--- src/rtl/fenw_pkg.sv ---
`timescale 1ns / 1ps
// shared types, codes and constants of the fenwick frequency model
package fenw_pkg;

  localparam int NUM_SYMBOLS_DEF = 256;

  localparam logic [15:0] EXCL_FLAG  = 16'h8000;
  localparam logic [15:0] COUNT_MASK = 16'h7fff;

  // request codes
  localparam logic [2:0] REQ_QUERY  = 3'd0;
  localparam logic [2:0] REQ_FIND   = 3'd1;
  localparam logic [2:0] REQ_UPDATE = 3'd2;
  localparam logic [2:0] REQ_UPDX   = 3'd3;
  localparam logic [2:0] REQ_DEACT  = 3'd4;
  localparam logic [2:0] REQ_REACT  = 3'd5;
  localparam logic [2:0] REQ_RESET  = 3'd6;

  // register indexes on the config port
  localparam logic [1:0] REG_SYMBOL_COUNT = 2'd0;
  localparam logic [1:0] REG_MAX_TOTAL    = 2'd1;
  localparam logic [1:0] REG_INCREMENT    = 2'd2;

  typedef struct packed {
    logic [8:0]  symbol_count;
    logic [14:0] max_total;
    logic [13:0] increment;
  } cfg_t;

  typedef struct packed {
    logic [2:0]  req_type;
    logic [7:0]  symbol;
    logic [15:0] cum_target;
  } in_item_t;

  typedef struct packed {
    logic [14:0] symbol_freq;
    logic [15:0] below_freq;
    logic [7:0]  found_symbol;
    logic [15:0] total_freq;
  } out_item_t;

  typedef enum logic [3:0] {
    DP_NOP,
    DP_LOAD,
    DP_QRY_START,
    DP_QRY_RD,
    DP_QRY_ACC,
    DP_FIND_INIT,
    DP_FIND_RD,
    DP_FIND_STEP,
    DP_FIND_END,
    DP_UPD,
    DP_UP_RD,
    DP_UP_WR,
    DP_SW_INIT,
    DP_SW_RD,
    DP_SW_WR,
    DP_RESULT
  } dp_op_e;

  typedef struct packed {
    dp_op_e op;
    logic   halve;
  } cmd_t;

  typedef struct packed {
    logic [2:0] req;
    logic       in_range;
    logic       j_zero;
    logic       j_past_n;
    logic       mask_zero;
    logic       over_limit;
    logic       delta_zero;
    logic       sweep_last;
    logic       out_busy;
  } sts_t;

endpackage

--- src/rtl/fenw_ctrl.sv ---
`timescale 1ns / 1ps
// sequencer of the fenwick frequency model
module fenw_ctrl (
  input  logic           clk_i,
  input  logic           rst_ni,
  input  logic           in_valid_i,
  output logic           in_stall_o,
  output fenw_pkg::cmd_t cmd_o,
  input  fenw_pkg::sts_t sts_i
);
  import fenw_pkg::*;

  localparam logic [4:0] S_IDLE   = 5'd0;
  localparam logic [4:0] S_DISP   = 5'd1;
  localparam logic [4:0] S_QSTART = 5'd2;
  localparam logic [4:0] S_QRD    = 5'd3;
  localparam logic [4:0] S_QACC   = 5'd4;
  localparam logic [4:0] S_FINIT  = 5'd5;
  localparam logic [4:0] S_FRD    = 5'd6;
  localparam logic [4:0] S_FSTEP  = 5'd7;
  localparam logic [4:0] S_FEND   = 5'd8;
  localparam logic [4:0] S_UPD    = 5'd9;
  localparam logic [4:0] S_CHECK  = 5'd10;
  localparam logic [4:0] S_URD    = 5'd11;
  localparam logic [4:0] S_UWR    = 5'd12;
  localparam logic [4:0] S_SWINIT = 5'd13;
  localparam logic [4:0] S_SWRD   = 5'd14;
  localparam logic [4:0] S_SWWR   = 5'd15;
  localparam logic [4:0] S_FINISH = 5'd16;

  logic [4:0] state_q, state_d;
  logic       init_q, init_d;
  logic       halve_q, halve_d;

  always_comb begin
    state_d      = state_q;
    init_d       = init_q;
    halve_d      = halve_q;
    cmd_o.op     = DP_NOP;
    cmd_o.halve  = halve_q;
    in_stall_o   = (state_q != S_IDLE);
    case (state_q)
      S_IDLE: begin
        if (in_valid_i) begin
          cmd_o.op = DP_LOAD;
          state_d  = S_DISP;
        end
      end
      S_DISP: begin
        if (sts_i.req == REQ_FIND) begin
          state_d = S_FINIT;
        end else if (sts_i.req == REQ_RESET) begin
          halve_d = 1'b0;
          state_d = S_SWINIT;
        end else if (sts_i.req == REQ_QUERY && sts_i.in_range) begin
          state_d = S_QSTART;
        end else if (sts_i.req inside {REQ_UPDATE, REQ_UPDX, REQ_DEACT, REQ_REACT}
                     && sts_i.in_range) begin
          state_d = S_UPD;
        end else begin
          state_d = S_FINISH;
        end
      end
      S_QSTART: begin
        cmd_o.op = DP_QRY_START;
        state_d  = S_QRD;
      end
      S_QRD: begin
        cmd_o.op = DP_QRY_RD;
        state_d  = sts_i.j_zero ? S_FINISH : S_QACC;
      end
      S_QACC: begin
        cmd_o.op = DP_QRY_ACC;
        state_d  = S_QRD;
      end
      S_FINIT: begin
        cmd_o.op = DP_FIND_INIT;
        state_d  = S_FRD;
      end
      S_FRD: begin
        cmd_o.op = DP_FIND_RD;
        state_d  = sts_i.mask_zero ? S_FEND : S_FSTEP;
      end
      S_FSTEP: begin
        cmd_o.op = DP_FIND_STEP;
        state_d  = S_FRD;
      end
      S_FEND: begin
        cmd_o.op = DP_FIND_END;
        state_d  = S_QSTART;
      end
      S_UPD: begin
        cmd_o.op = DP_UPD;
        state_d  = S_CHECK;
      end
      S_CHECK: begin
        if (sts_i.over_limit) begin
          halve_d = 1'b1;
          state_d = S_SWINIT;
        end else if (sts_i.delta_zero) begin
          state_d = S_FINISH;
        end else begin
          state_d = S_URD;
        end
      end
      S_URD: begin
        cmd_o.op = DP_UP_RD;
        state_d  = sts_i.j_past_n ? S_FINISH : S_UWR;
      end
      S_UWR: begin
        cmd_o.op = DP_UP_WR;
        state_d  = S_URD;
      end
      S_SWINIT: begin
        cmd_o.op = DP_SW_INIT;
        state_d  = S_SWRD;
      end
      S_SWRD: begin
        cmd_o.op = DP_SW_RD;
        state_d  = S_SWWR;
      end
      S_SWWR: begin
        cmd_o.op = DP_SW_WR;
        if (!sts_i.sweep_last) begin
          state_d = S_SWRD;
        end else if (init_q) begin
          init_d  = 1'b0;
          state_d = S_IDLE;
        end else begin
          state_d = S_FINISH;
        end
      end
      S_FINISH: begin
        if (!sts_i.out_busy) begin
          cmd_o.op = DP_RESULT;
          state_d  = S_IDLE;
        end
      end
      default: begin
        state_d = S_IDLE;
      end
    endcase
  end

  always_ff @(posedge clk_i or negedge rst_ni) begin
    if (!rst_ni) begin
      state_q <= S_SWINIT;
      init_q  <= 1'b1;
      halve_q <= 1'b0;
    end else begin
      state_q <= state_d;
      init_q  <= init_d;
      halve_q <= halve_d;
    end
  end

  a_accept_to_disp : assert property (@(posedge clk_i) disable iff (!rst_ni)
    (in_valid_i && !in_stall_o) |=> state_q == S_DISP)
    else $error("accepted item did not move to dispatch");

  a_init_blocks : assert property (@(posedge clk_i) disable iff (!rst_ni)
    init_q |-> in_stall_o)
    else $error("item accepted during power-up build");

  a_over_rescale : assert property (@(posedge clk_i) disable iff (!rst_ni)
    (state_q == S_CHECK && sts_i.over_limit) |=> (state_q == S_SWINIT && halve_q))
    else $error("total over limit without rescale");

endmodule

--- config.mk ---
export PLATFORM = sky130hd
export DESIGN_NAME = fenw_ctrl
export DESIGN_NICKNAME = d
export VERILOG_FILES = /design/src/rtl/fenw_pkg.sv /design/src/rtl/fenw_ctrl.sv
export SDC_FILE = /design/constraint.sdc
export NUM_CORES = 1
export LEC_CHECK = 0
export BUFFER_PORTS_ARGS = -buffer_cell sky130_fd_sc_hd__buf_2
export CAP_MARGIN = 20
export CORE_UTILIZATION = 50
export CTS_CLUSTER_SIZE = 8
export DETAILED_ROUTE_END_ITERATION = 8
export PLACE_DENSITY = 0.76
export SETUP_SLACK_MARGIN = 0.02
export SYNTH_ARGS = -nofsm -noshare
export SYNTH_HDL_FRONTEND = slang
export SYNTH_SLANG_ARGS = --single-unit
--- constraint.sdc ---
create_clock -name clk_i -period 4.69 [get_ports clk_i]
set_input_delay 0.7035 -clock clk_i [delete_from_list [all_inputs] [get_ports clk_i]]
set_output_delay 0.7035 -clock clk_i [all_outputs]
set_load 0.1 [all_outputs]
After elaboration in Yosys (flattened, before gate mapping):

Index checks and enable logic that the tools add are counted.

* reductions and logical operators: 12
* equality and inequality tests: 27
* muxes and demuxes: 21

Operators by type and width (count)
* $pmux W5 S15: 1
* $mux W5: 12
* $pmux W4 S15: 1
* $eq A5 B4 Y1 const B: 8
* $eq A5 B3 Y1 const B: 4
* $eq A5 B2 Y1 const B: 2
* $ne A2 B2 Y1 const B: 5
* $eq A3 B3 Y1 const B: 3
* $mux W4: 2
* $eq A3 B2 Y1 const B: 2
* $eq A5 B1 Y1 const B: 1
* $eq A5 B5 Y1 const B: 1
* $logic_not A5 Y1: 1
* $reduce_bool A5 Y1: 1
* $mux W1: 4
* $reduce_and A2 Y1: 2
* $reduce_and A4 Y1: 1
* $reduce_bool A4 Y1: 1
* $reduce_or A2 Y1: 2
* $eq A3 B1 Y1 const B: 1
* $logic_not A3 Y1: 1
* $logic_and A1 B1 Y1: 2
* $pmux W1 S2: 1
* $reduce_bool A2 Y1: 1

* input bits: 14
* register bits: 7

Depth between registers and ports, before layout:

Gate-level depths: netlist of the first run.

* depth in word-level cells: 8
* mapped depth: 6
* mapped depth without buffers: 4

Worst setup path before layout of the first run:

Ideal clock, no wire load.

* path kind: register to output
* start point: reg state_q[2]
* end point: out cmd_o[1] in the netlist's numbering
* setup slack: 0.705 ns
* cell stages (with the launch flop): 6
* buffers on the path: 2
* data required time: 3.987 ns
* arrival time: 3.281 ns
* cells stage by stage: dfstp_2 -> buf_6 -> clkbuf_1 -> nand2_1 -> a31o_2 -> o21ai_0

RTL lines
* from (decl): RTL line fenw_ctrl.sv:31 `logic [4:0] state_q, state_d;`
* from (signal assigned): RTL line fenw_ctrl.sv:151 `state_q <= state_d;`
* to (decl): RTL line fenw_ctrl.sv:8 `output fenw_pkg::cmd_t cmd_o,`

==> results of run 1 <==
[synthesized netlist by cell type, drive strengths merged]
library cell,count
a21oi,1
and2,1
nand2,10
nor4,1
dfrtp,3
or3,1
o2111ai,1
buf,2
a211oi,1
and3,1
nor2b,7
nor3b,1
and4b,1
o22ai,2
clkbuf,6
a31o,1
o211ai,2
a22o,1
nor2,14
a32o,1
o21ai,8
a22oi,3
a31oi,4
or3b,2
a21boi,2
nand2b,5
o31a,1
mux2i,1
nor3,4
inv,5
dfstp,4
a2bb2oi,1
a221oi,1
nand3b,1
nand3,4
[metal layers]
metal / global-route usage (%) / routed length, um
met1: 32.23 / 827
met2: 33.73 / 808
met3: 6.522 / 49
met4: 2.500 / 0
met5: 0 / 0
[cell type report]
class,instances,area [um2],share of cell area [%]
multi-input combinational,84,508.0,59.97
sequential,7,180.2,21.27
timing repair buffer,19,95.09,11.23
clock buffer,4,26.28,3.102
inverter,5,18.77,2.216
tap,15,18.77,2.216
[logic make-up after synthesis]
family	share of synthesized area, %
flops	24.08
compound gates	28.26
mux	1.338
simple gates	38.30
buf+inv	8.027
[worst paths after layout]
check / startpoint / to / cells past startpoint
min in group clk_i: init_q$_DFFE_PN1P_ / init_q$_DFFE_PN1P_ / 1
hold / removal: rst_ni / state_q[1]$_DFFE_PN0P_ / 1
max in group asynchronous: rst_ni / init_q$_DFFE_PN1P_ / 1
setup / recovery: state_q[0]$_DFFE_PN1P_ / cmd_o[1] / 4
hold reg to reg: init_q$_DFFE_PN1P_ / init_q$_DFFE_PN1P_ / 1
setup reg to reg: state_q[0]$_DFFE_PN1P_ / state_q[0]$_DFFE_PN1P_ / 4
[metrics by stage]
step / cell area, um2 / hold slack (ns) / utilization, %
after floorplan: 748.2 / 0.4079 / -
after global placement: 820.8 / 0.4493 / 60.80
after detailed placement: 820.8 / 0.4571 / 60.80
after CTS: 847.1 / 0.2719 / 62.74
after global routing: 847.1 / 0.2705 / 62.74
final: 847.1 / 0.2767 / 62.74
[registers in the layout, indices dropped and copies added, names as in the netlist]
signal / cells
state_q: 5
init_q: 1
halve_q: 1
[power groups by stage]
stage	sequential (mW)	combinational [mW]	clock (mW)
6_report	0.147	0.448	0.0528
5_1_grt	0.153	0.475	0.0609
4_1_cts	0.146	0.447	0.0549
3_5_place_dp	0.146	0.446	0
3_3_place_gp	0.145	0.445	0
2_1_floorplan	0.0992	0.435	0
==> flow_summary_export.csv, run 1 <==
group,metric,value,unit
route,post_drt_wl_per_cell,12.57,um
power,p_switching,406.6,uW
placed_design,portBuffers,19,
sta,layout_setup_ws,1.900,ns
global_route,track_usage,22.36,%
route,routed_wl,1685,um
sta,setup_tns,0,ns
job,max_cap_violations,0,
sta,slew-limit-headroom,61.98,%
worst_hold_path,hold_path_class,"input port to async pin",
route,dr.pass1.iters,4,
floorplanning,io_pins,20,
global_route,grt_max_degree,19,
logic_synthesis,syn_area,748.2,um2
worst_setup_path,reg2reg_slack,2.86,ns
sta,hold_viol_final,0,
clocking,clockBufferDepth,2,
worst_setup_path,worstSetupEndpointType,"primary output",
sta,rsz0062_at_grt,"false",
clocking,cts_root_buf,"clkbuf_4",
worst_setup_path,required,3.99,ns
power,power_frac_seq,22.7,%
sta,setup_violations,0,
clocking,cts_resized,0,
clocking,clock_latency,0.25,ns
layout,areaGrowthSynthToFinish,13.21,%
clocking,cts_num_sinks,7,
placed_design,hpwl,1301,um
clocking,cts_setup_buffers,0,
clocking,cts_tree,"built",
power,swShare,62.84,%
worst_setup_path,critPathSlowestCell,"dfstp_2",
logic_synthesis,synth_top_cell_by_area,"dfstp_2",
global_route,grt_pass1_wl,2428,um
floorplanning,die_area,1655,um2
logic_synthesis,synth_top_cell_area_share,14.05,%
floorplanning,start_util,55.42,%
outcome,status,"completed",
floorplanning,row_count,13,
sta,final.min_clock_period,2.790,ns
worst_setup_path,crit_chain,"or3b_4, a31o_2, o21ai_0, buf_2",
power,p_int,240.4,uW
sta,skew,0.003426,ns
route,drt_iter0_drc,27,
clocking,holdBufCountCts,0,
sta,max_slew.worst_pin.slew,0.5660,ns
layout,drive_gt1_share,25.21,%
floorplanning,core_area,1350,um2
layout,final_nets,134,
placed_design,dp.cells,130,
global_route,grt_pass1_vias,549,
logic_synthesis,syn-num-nets,118,
sta,slew_viol_final,0,
route,drc,0,
placed_design,pre_cts_slack,2.157,ns
clocking,cts_made_buffers,3,
global_route,antenna_found_initial,0,
worst_setup_path,path_class,"register to primary output",
power,p_total,647.0,uW
clocking,path_clk_slew,0.05,ns
worst_setup_path,crit_buf_inv,1,
clocking,htree_levels,1,
worst_setup_path,cp_top_family,"flip-flops",
floorplanning,die_w,40.69,um
sta,fmax,0.3585,GHz
layout,layout.cells.non_filler,134,
worst_setup_path,critPathMaxStageDelay,0.63,ns
power,clkPwrFrac,8.2,%
floorplanning,die_y,40.69,um
layout,num-fill-cells,135,
global_route,grt_overflow,0,
layout,diodes,0,
route,drtAntennaViolNets,0,
logic_synthesis,ys_ff_latch,7,
placed_design,place_congestion,0.8588,
power,vdd_drop_max,505.7,uV
logic_synthesis,synth_sequential_area_ratio,24.08,%
logic_synthesis,synth.avg_cell_area,7.194,um2
worst_setup_path,crit_arrival,2.09,ns
worst_setup_path,crit_fanout,12,
power,p_leak,0.3713,nW
power,combPwrFrac,69.2,%
worst_setup_path,start_kind,"register",
layout,layout_commonest_cell,"buf_2",
layout,final_cell_mix,"buf_2 (19), nor2_1 (14), nand2_1 (10)",
route,vias,791,
sta,fin_crit_sh,59.48,%
power,power.density,763.8,nW/um2
logic_synthesis,syn_inst,104,
route,vias_per_cell,5.903,
logic_synthesis,synth_area_leaders,"dfstp_2 (14%), dfrtp_1 (10%), nor2_1 (7.0%)",
logic_synthesis,ys_types,38,
logic_synthesis,synth_warnings,0,
(Power assumes the default switching activity.)
==> run 2: changes to the inputs <==
--- a/config.mk
+++ b/config.mk
@@ -7,10 +7,11 @@
 export LEC_CHECK = 0
 export BUFFER_PORTS_ARGS = -buffer_cell sky130_fd_sc_hd__buf_2
 export CAP_MARGIN = 20
-export CORE_UTILIZATION = 50
+export CORE_ASPECT_RATIO = 1.2
+export CORE_UTILIZATION = 46
 export CTS_CLUSTER_SIZE = 8
 export DETAILED_ROUTE_END_ITERATION = 8
-export PLACE_DENSITY = 0.76
+export PLACE_DENSITY = 0.74
 export SETUP_SLACK_MARGIN = 0.02
 export SYNTH_ARGS = -nofsm -noshare
 export SYNTH_HDL_FRONTEND = slang
==> constraint.sdc (replaced) <==
create_clock -name clk_i -period 2.51 [get_ports clk_i]
set_input_delay 0.3765 -clock clk_i [delete_from_list [all_inputs] [get_ports clk_i]]
set_output_delay 0.3765 -clock clk_i [all_outputs]
set_load 0.1 [all_outputs]
==> run 2 against run 1 <==
Effect of this change:
- total power is 95% higher
- sequential cell count unchanged
- via count increased by 3.2%
- cell area rose by 4.9%
- largest power group unchanged
- core utilization decreased by 2.8 points
- first-iteration DRC count is 33% lower
- combinational power rose by 100%
- final cell count is 3.7% higher
- hold slack improved by 0.13 ns
- clock skew is 0.0020 ns lower
- critical path type unchanged
- sequential power increased by 75%
==> flow_summary_export.csv, run 2 (synthesized netlist as in run 1, its figures left out) <==
group,metric,value,unit
outcome,status,"completed",
clocking,cts_tree,"built",
global_route,antenna_found_initial,0,
sta,skew,0.001412,ns
clocking,cts_num_sinks,7,
sta,hold_viol_final,0,
placed_design,dpl_cell_area,844.6,um2
layout,top_regs,"state_q x5, halve_q x1, init_q x1",
route,dr.pass1.iters,4,
placed_design,pre_cts_slack,0.3100,ns
job,max_cap_violations,0,
worst_setup_path,rr_startpoint,"state_q[0]$_DFFE_PN1P_",
floorplanning,io_pins,20,
sta,rsz0062_at_grt,"false",
route,post_drt_wl_per_cell,12.94,um
layout,final_cell_mix,"buf_2 (18), nor2_1 (14), nand2_1 (10)",
layout,layout.cells.non_filler,139,
worst_setup_path,worstSetupEndpointType,"primary output",
clocking,cts_made_buffers,3,
route,vias,816,
floorplanning,die_area,1792,um2
layout,final_nets,137,
clocking,path_clk_slew,0.05,ns
sta,fin_crit_sh,95.08,%
global_route,grt_pass1_wl,2987,um
route,routed_wl,1799,um
layout,drive_gt1_share,27.87,%
layout,largest_reg_flops,5,
clocking,clockBufferDepth,2,
worst_setup_path,crit_arrival,2.01,ns
floorplanning,die_w,38.82,um
route,drtAntennaViolNets,0,
route,drt_iter0_drc,18,
worst_setup_path,required,2.13,ns
layout,design_area,888.4,um2
sta,setup_tns,0,ns
power,p_leak,0.3901,nW
placed_design,dp.cells,134,
global_route,track_usage,23.77,%
clocking,clock_latency,0.25,ns
worst_setup_path,start_kind,"register",
clocking,htree_levels,1,
worst_hold_path,worstHoldStart,"sts_i[3]",
layout,layout_commonest_cell,"buf_2",
clocking,cts_setup_buffers,0,
sta,final.min_clock_period,2.387,ns
layout,areaGrowthSynthToFinish,18.73,%
floorplanning,row_count,15,
worst_hold_path,hold_path_class,"input port to register",
floorplanning,die_y,46.18,um
worst_setup_path,endpoint,"cmd_o[1]",
sta,slew_viol_final,0,
layout,largest-register,"state_q",
worst_setup_path,path_class,"register to primary output",
sta,fmax,0.4190,GHz
worst_setup_path,crit_fanout,12,
power,power.density,1420,nW/um2
worst_setup_path,critPathLaunch,"state_q[0]$_DFFE_PN1P_",
clocking,cts_root_buf,"clkbuf_4",
placed_design,place_congestion,0.8602,
worst_setup_path,reg2reg_slack,0.62,ns
layout,diodes,0,
sta,setup_violations,0,
worst_setup_path,rr_worst_depth,4,
worst_setup_path,rr_endpoint,"state_q[0]$_DFFE_PN1P_",
power,vdd_drop_max,800.9,uV
placed_design,portBuffers,19,
floorplanning,start_util,50.46,%
global_route,grt_max_degree,19,
route,vias_per_cell,5.871,
sta,layout_setup_ws,0.1234,ns
route,drc,0,
global_route,grt_pass1_vias,709,
global_route,grt_overflow,0,
placed_design,hpwl,1422,um
sta,max_slew.worst_pin.slew,0.5537,ns
sta,slew-limit-headroom,63.09,%
floorplanning,core_area,1483,um2
==> run 2: what timing repair did <==
| action | in CTS | in global routing |
|---|---|---|
| endpoints found under the setup margin | 0 | 2 |
| gates resized for setup | 0 | 2 |
| hold endpoints to repair | 3 | 0 |
| hold buffers | 1 | 0 |
==> run 2: per-layer routing <==
layer | share of wire [%] | GRT usage (%) | vias to the layer above
met5 | 0 | 0 | -
met4 | 0 | 4.828 | 0
met3 | 3.6 | 5.797 | 0
met2 | 51 | 39.33 | 21
met1 | 45 | 31.14 | 385
li1 | - | - | 410
==> run 2: through the flow <==
stage / power [mW] / hold slack (ns) / util, %
after floorplan: 1.010 / 0.08091 / -
after global placement: 1.134 / 0.2115 / 56.96
after detailed placement: 1.145 / 0.2127 / 56.96
after CTS: 1.254 / 0.3950 / 59.41
after global routing: 1.343 / 0.4091 / 59.92
final: 1.262 / 0.4030 / 59.92
==> run 2: critical path, stage by stage (launching register included) <==
cell and delay (ns):
dfstp_2 0.64, or3b_4 0.43, a31o_2 0.24, o21ai_1 0.11
clkbuf_4 0.34
==> run 2: worst min-delay path by stage <==
| stage | to | slack, ns | depth (start not counted) |
|---|---|---|---|
| 6_report | halve_q$_DFFE_PN0P_ | 0.40 | 2 |
| 5_1_grt | halve_q$_DFFE_PN0P_ | 0.41 | 2 |
| 4_1_cts | halve_q$_DFFE_PN0P_ | 0.39 | 2 |
| 3_5_place_dp | halve_q$_DFFE_PN0P_ | 0.21 | 1 |
| 3_3_place_gp | halve_q$_DFFE_PN0P_ | 0.21 | 1 |
| 2_1_floorplan | halve_q$_DFFE_PN0P_ | 0.08 | 0 |
==> run 2: cell type report <==
cell class,instances,area (um2)
fillers,144,594.3
well taps,17,21.27
multi-input cells,84,519.2
clock buffers,4,26.28
flip-flops and latches,7,180.2
inverters,5,18.77
repair buffers,22,122.6
==> run 2: where the power goes <==
part / internal [mW] / switching, mW
registers: 0.165 / 0.0920
logic: 0.253 / 0.649
clock network: 0.0607 / 0.0422
==> run 3: changes to the inputs <==
--- a/config.mk
+++ b/config.mk
@@ -5,6 +5,7 @@
 export SDC_FILE = /design/constraint.sdc
 export NUM_CORES = 1
 export LEC_CHECK = 0
+export ABC_AREA = 1
 export BUFFER_PORTS_ARGS = -buffer_cell sky130_fd_sc_hd__buf_2
 export CAP_MARGIN = 20
 export CORE_ASPECT_RATIO = 1.2
==> run 3 against run 2 <==
Effect of this change:
- non-clock buffer count decreased by 2
- die area decreased by 0.16%
- synthesized area decreased by 0.17%
- clock skew increased by 0.0048 ns
- register-to-register slack improved by 0.45 ns
- maximum frequency increased by 4.4%
- global-route usage increased by 2.9 points
- sequential power decreased by 16%
==> flow_summary_export.csv, run 3 <==
group,metric,value,unit
outcome,status,"completed",
layout,multi_input_area,476.7,um2
worst_setup_path,start_kind,"register",
layout,diodes,0,
layout,layout_commonest_cell,"nand2_1",
global_route,grtUsageMet2,46.00,%
floorplanning,row_count,15,
clocking,cts_setup_buffers,0,
logic_synthesis,syn_inst,135,
sta,skew,0.006175,ns
worst_setup_path,required,2.13,ns
global_route,grt_overflow,0,
clocking,holdBufCountCts,1,
worst_hold_path,hold_path_class,"input port to register",
job,max_cap_violations,0,
clocking,cts_made_buffers,3,
worst_setup_path,crit_buf_inv,2,
clocking,cts_resized,0,
logic_synthesis,synth.avg_cell_area,5.533,um2
logic_synthesis,ys_ff_latch,7,
sta,fmax,0.4373,GHz
logic_synthesis,synth_sequential_area_ratio,24.12,%
worst_setup_path,path_class,"register to primary output",
global_route,busiest_layer,"met2",
logic_synthesis,syn_area,747.0,um2
layout,top_regs,"state_q x5, halve_q x1, init_q x1",
global_route,grt_pass1_wl,3236,um
sta,max_slew.worst_pin.slew,0.4857,ns
power,power_frac_seq,19.9,%
layout,drive_gt1_share,22.29,%
worst_setup_path,critPathMaxStageDelay,0.46,ns
worst_setup_path,crit_fanout,9,
layout,register_area,180.2,um2
clocking,path_clk_slew,0.05,ns
power,p_leak,0.5384,nW
logic_synthesis,synth_top_cell_by_area,"nand2_1",
sta,hold_viol_final,0,
sta,final.min_clock_period,2.287,ns
logic_synthesis,syn-num-nets,149,
layout,areaGrowthSynthToFinish,19.43,%
worst_setup_path,crit_arrival,1.91,ns
worst_setup_path,critPathSlowestCell,"dfrtp_1",
worst_setup_path,worstSetupEndpointType,"primary output",
logic_synthesis,synth_edf_count,0,
power,swShare,65.24,%
clocking,htree_levels,1,
worst_setup_path,reg2reg_slack,1.07,ns
layout,largest-register,"state_q",
logic_synthesis,synth_common_cells,"nand2_1 (34), nor2_1 (27), inv_1 (20)",
logic_synthesis,synth_flop_cell,"dfstp_2",
sta,slew-limit-headroom,67.84,%
floorplanning,die_area,1790,um2
placed_design,portBuffers,19,
global_route,use_met3,6.280,%
floorplanning,die_y,46.14,um
floorplanning,start_util,50.38,%
layout,layout.cells.non_filler,174,
layout,final_cell_mix,"nand2_1 (34), nor2_1 (27), inv_1 (20)",
route,post_drt_wl_per_cell,11.67,um
logic_synthesis,synth_top_cell_area_share,17.09,%
worst_setup_path,path_common_cell,"o21ai_1",
global_route,antenna_found_initial,0,
floorplanning,io_pins,20,
route,drtAntennaViolNets,0,
route,routed_wl,2031,um
sta,setup_tns,0,ns
power,p_int,377.1,uW
route,vias,926,
layout,largest_reg_flops,5,
logic_synthesis,synth.most_common_cell,"nand2_1",
clocking,clockBufferDepth,2,
sta,rsz0062_at_grt,"false",
route,vias_per_cell,5.322,
worst_setup_path,crit_chain,"inv_2, nand2_1, nor2_1, o21ai_1, and2_1, o21ai_1, buf_2",
route,drt_iter0_drc,41,
placed_design,hpwl,1705,um
sta,setup_violations,0,
route,dr.pass1.iters,5,
placed_design,dp.cells,169,
floorplanning,die_w,38.79,um
power,vdd_drop_max,581.7,uV
power,combPwrFrac,70.7,%
global_route,track_usage,26.67,%
logic_synthesis,ys_types,21,
power,p_switching,707.6,uW
sta,slew_viol_final,0,
clocking,cts_tree,"built",
clocking,cts_num_sinks,7,
worst_setup_path,cp_top_family,"buffers and inverters",
global_route,grt_pass1_vias,793,
global_route,grt_max_degree,10,
layout,num-fill-cells,160,
placed_design,place_congestion,0.8789,
logic_synthesis,synth_warnings,0,
global_route,grt_util_met1,30.36,%
floorplanning,core_area,1483,um2
layout,final_nets,172,
logic_synthesis,synth_area_leaders,"nand2_1 (17%), dfstp_2 (14%), nor2_1 (14%)",
power,clkPwrFrac,9.5,%
clocking,cts_root_buf,"clkbuf_4",
sta,fin_crit_sh,91.11,%
logic_synthesis,async_flop_share,100.0,%
clocking,clock_latency,0.26,ns
power,power.density,1216,nW/um2
route,drc,0,
[run 3: per-stage QoR]
| stage | hold slack, ns | cell area, um2 | utilization [%] | power, mW | worst slack (ns) |
|---|---|---|---|---|---|
| after detailed placement | 0.2106 | 855.8 | 57.72 | 0.9798 | 0.5117 |
| after global routing | 0.3520 | 892.1 | 60.17 | 1.161 | 0.07041 |
| after global placement | 0.2114 | 855.8 | 57.72 | 0.9742 | 0.5069 |
| final | 0.3371 | 892.1 | 60.17 | 1.085 | 0.2232 |
| after CTS | 0.3354 | 892.1 | 60.17 | 1.087 | 0.2360 |
| after floorplan | 0.08091 | 752.0 | - | 0.8550 | 0.1299 |
[run 3: logic make-up after synthesis]
kind of cell | Yosys count | synth area share [%]
AND/OR/NAND/NOR | 96 | 57.46
buffers and inverters | 24 | 12.73
AO/OA/AOI/OAI | 8 | 5.695
flip-flops | 7 | 24.12
[run 3: worst paths after layout]
check,from,cells after the start,end
worst max-delay path,state_q[4]$_DFFE_PN0P_,7,cmd_o[3]
worst min-delay path,sts_i[1],4,init_q$_DFFE_PN1P_
worst max register to register,state_q[0]$_DFFE_PN1P_,7,state_q[1]$_DFFE_PN0P_
worst min register to register,init_q$_DFFE_PN1P_,2,init_q$_DFFE_PN1P_
max in group asynchronous,rst_ni,2,state_q[2]$_DFFE_PN1P_
min in group asynchronous,rst_ni,2,state_q[4]$_DFFE_PN0P_
[run 3: power groups by stage]
stage	combinational [mW]	sequential [mW]	clock, mW
final	0.767	0.216	0.103
after global routing	0.824	0.222	0.114
after CTS	0.767	0.215	0.106
after detailed placement	0.764	0.216	0
after global placement	0.761	0.213	0
after floorplan	0.665	0.190	0
[run 3: cell type report]
cell class,count,share of cell area [%]
Sequential cell,7,20.20
Inverter,22,9.257
Tap cell,17,2.384
Clock buffer,4,2.945
Multi-Input combinational cell,104,53.44
Timing Repair Buffer,20,11.78
[run 3: tightest hold or removal path, stage by stage]
cell and delay [ns]:
buf_2 0.09, nand2_1 0.05, nand2_1 0.05, inv_1 0.03
[run 3: per-layer routing]
metal  vias up  routed length (um)  part of all wire (%)
met4         0                  55                   2.7
met5         -                   0                     0
met3         8                  95                   4.7
li1        477                   -                     -
met1       407                 833                    41
met2        34                1047                    52
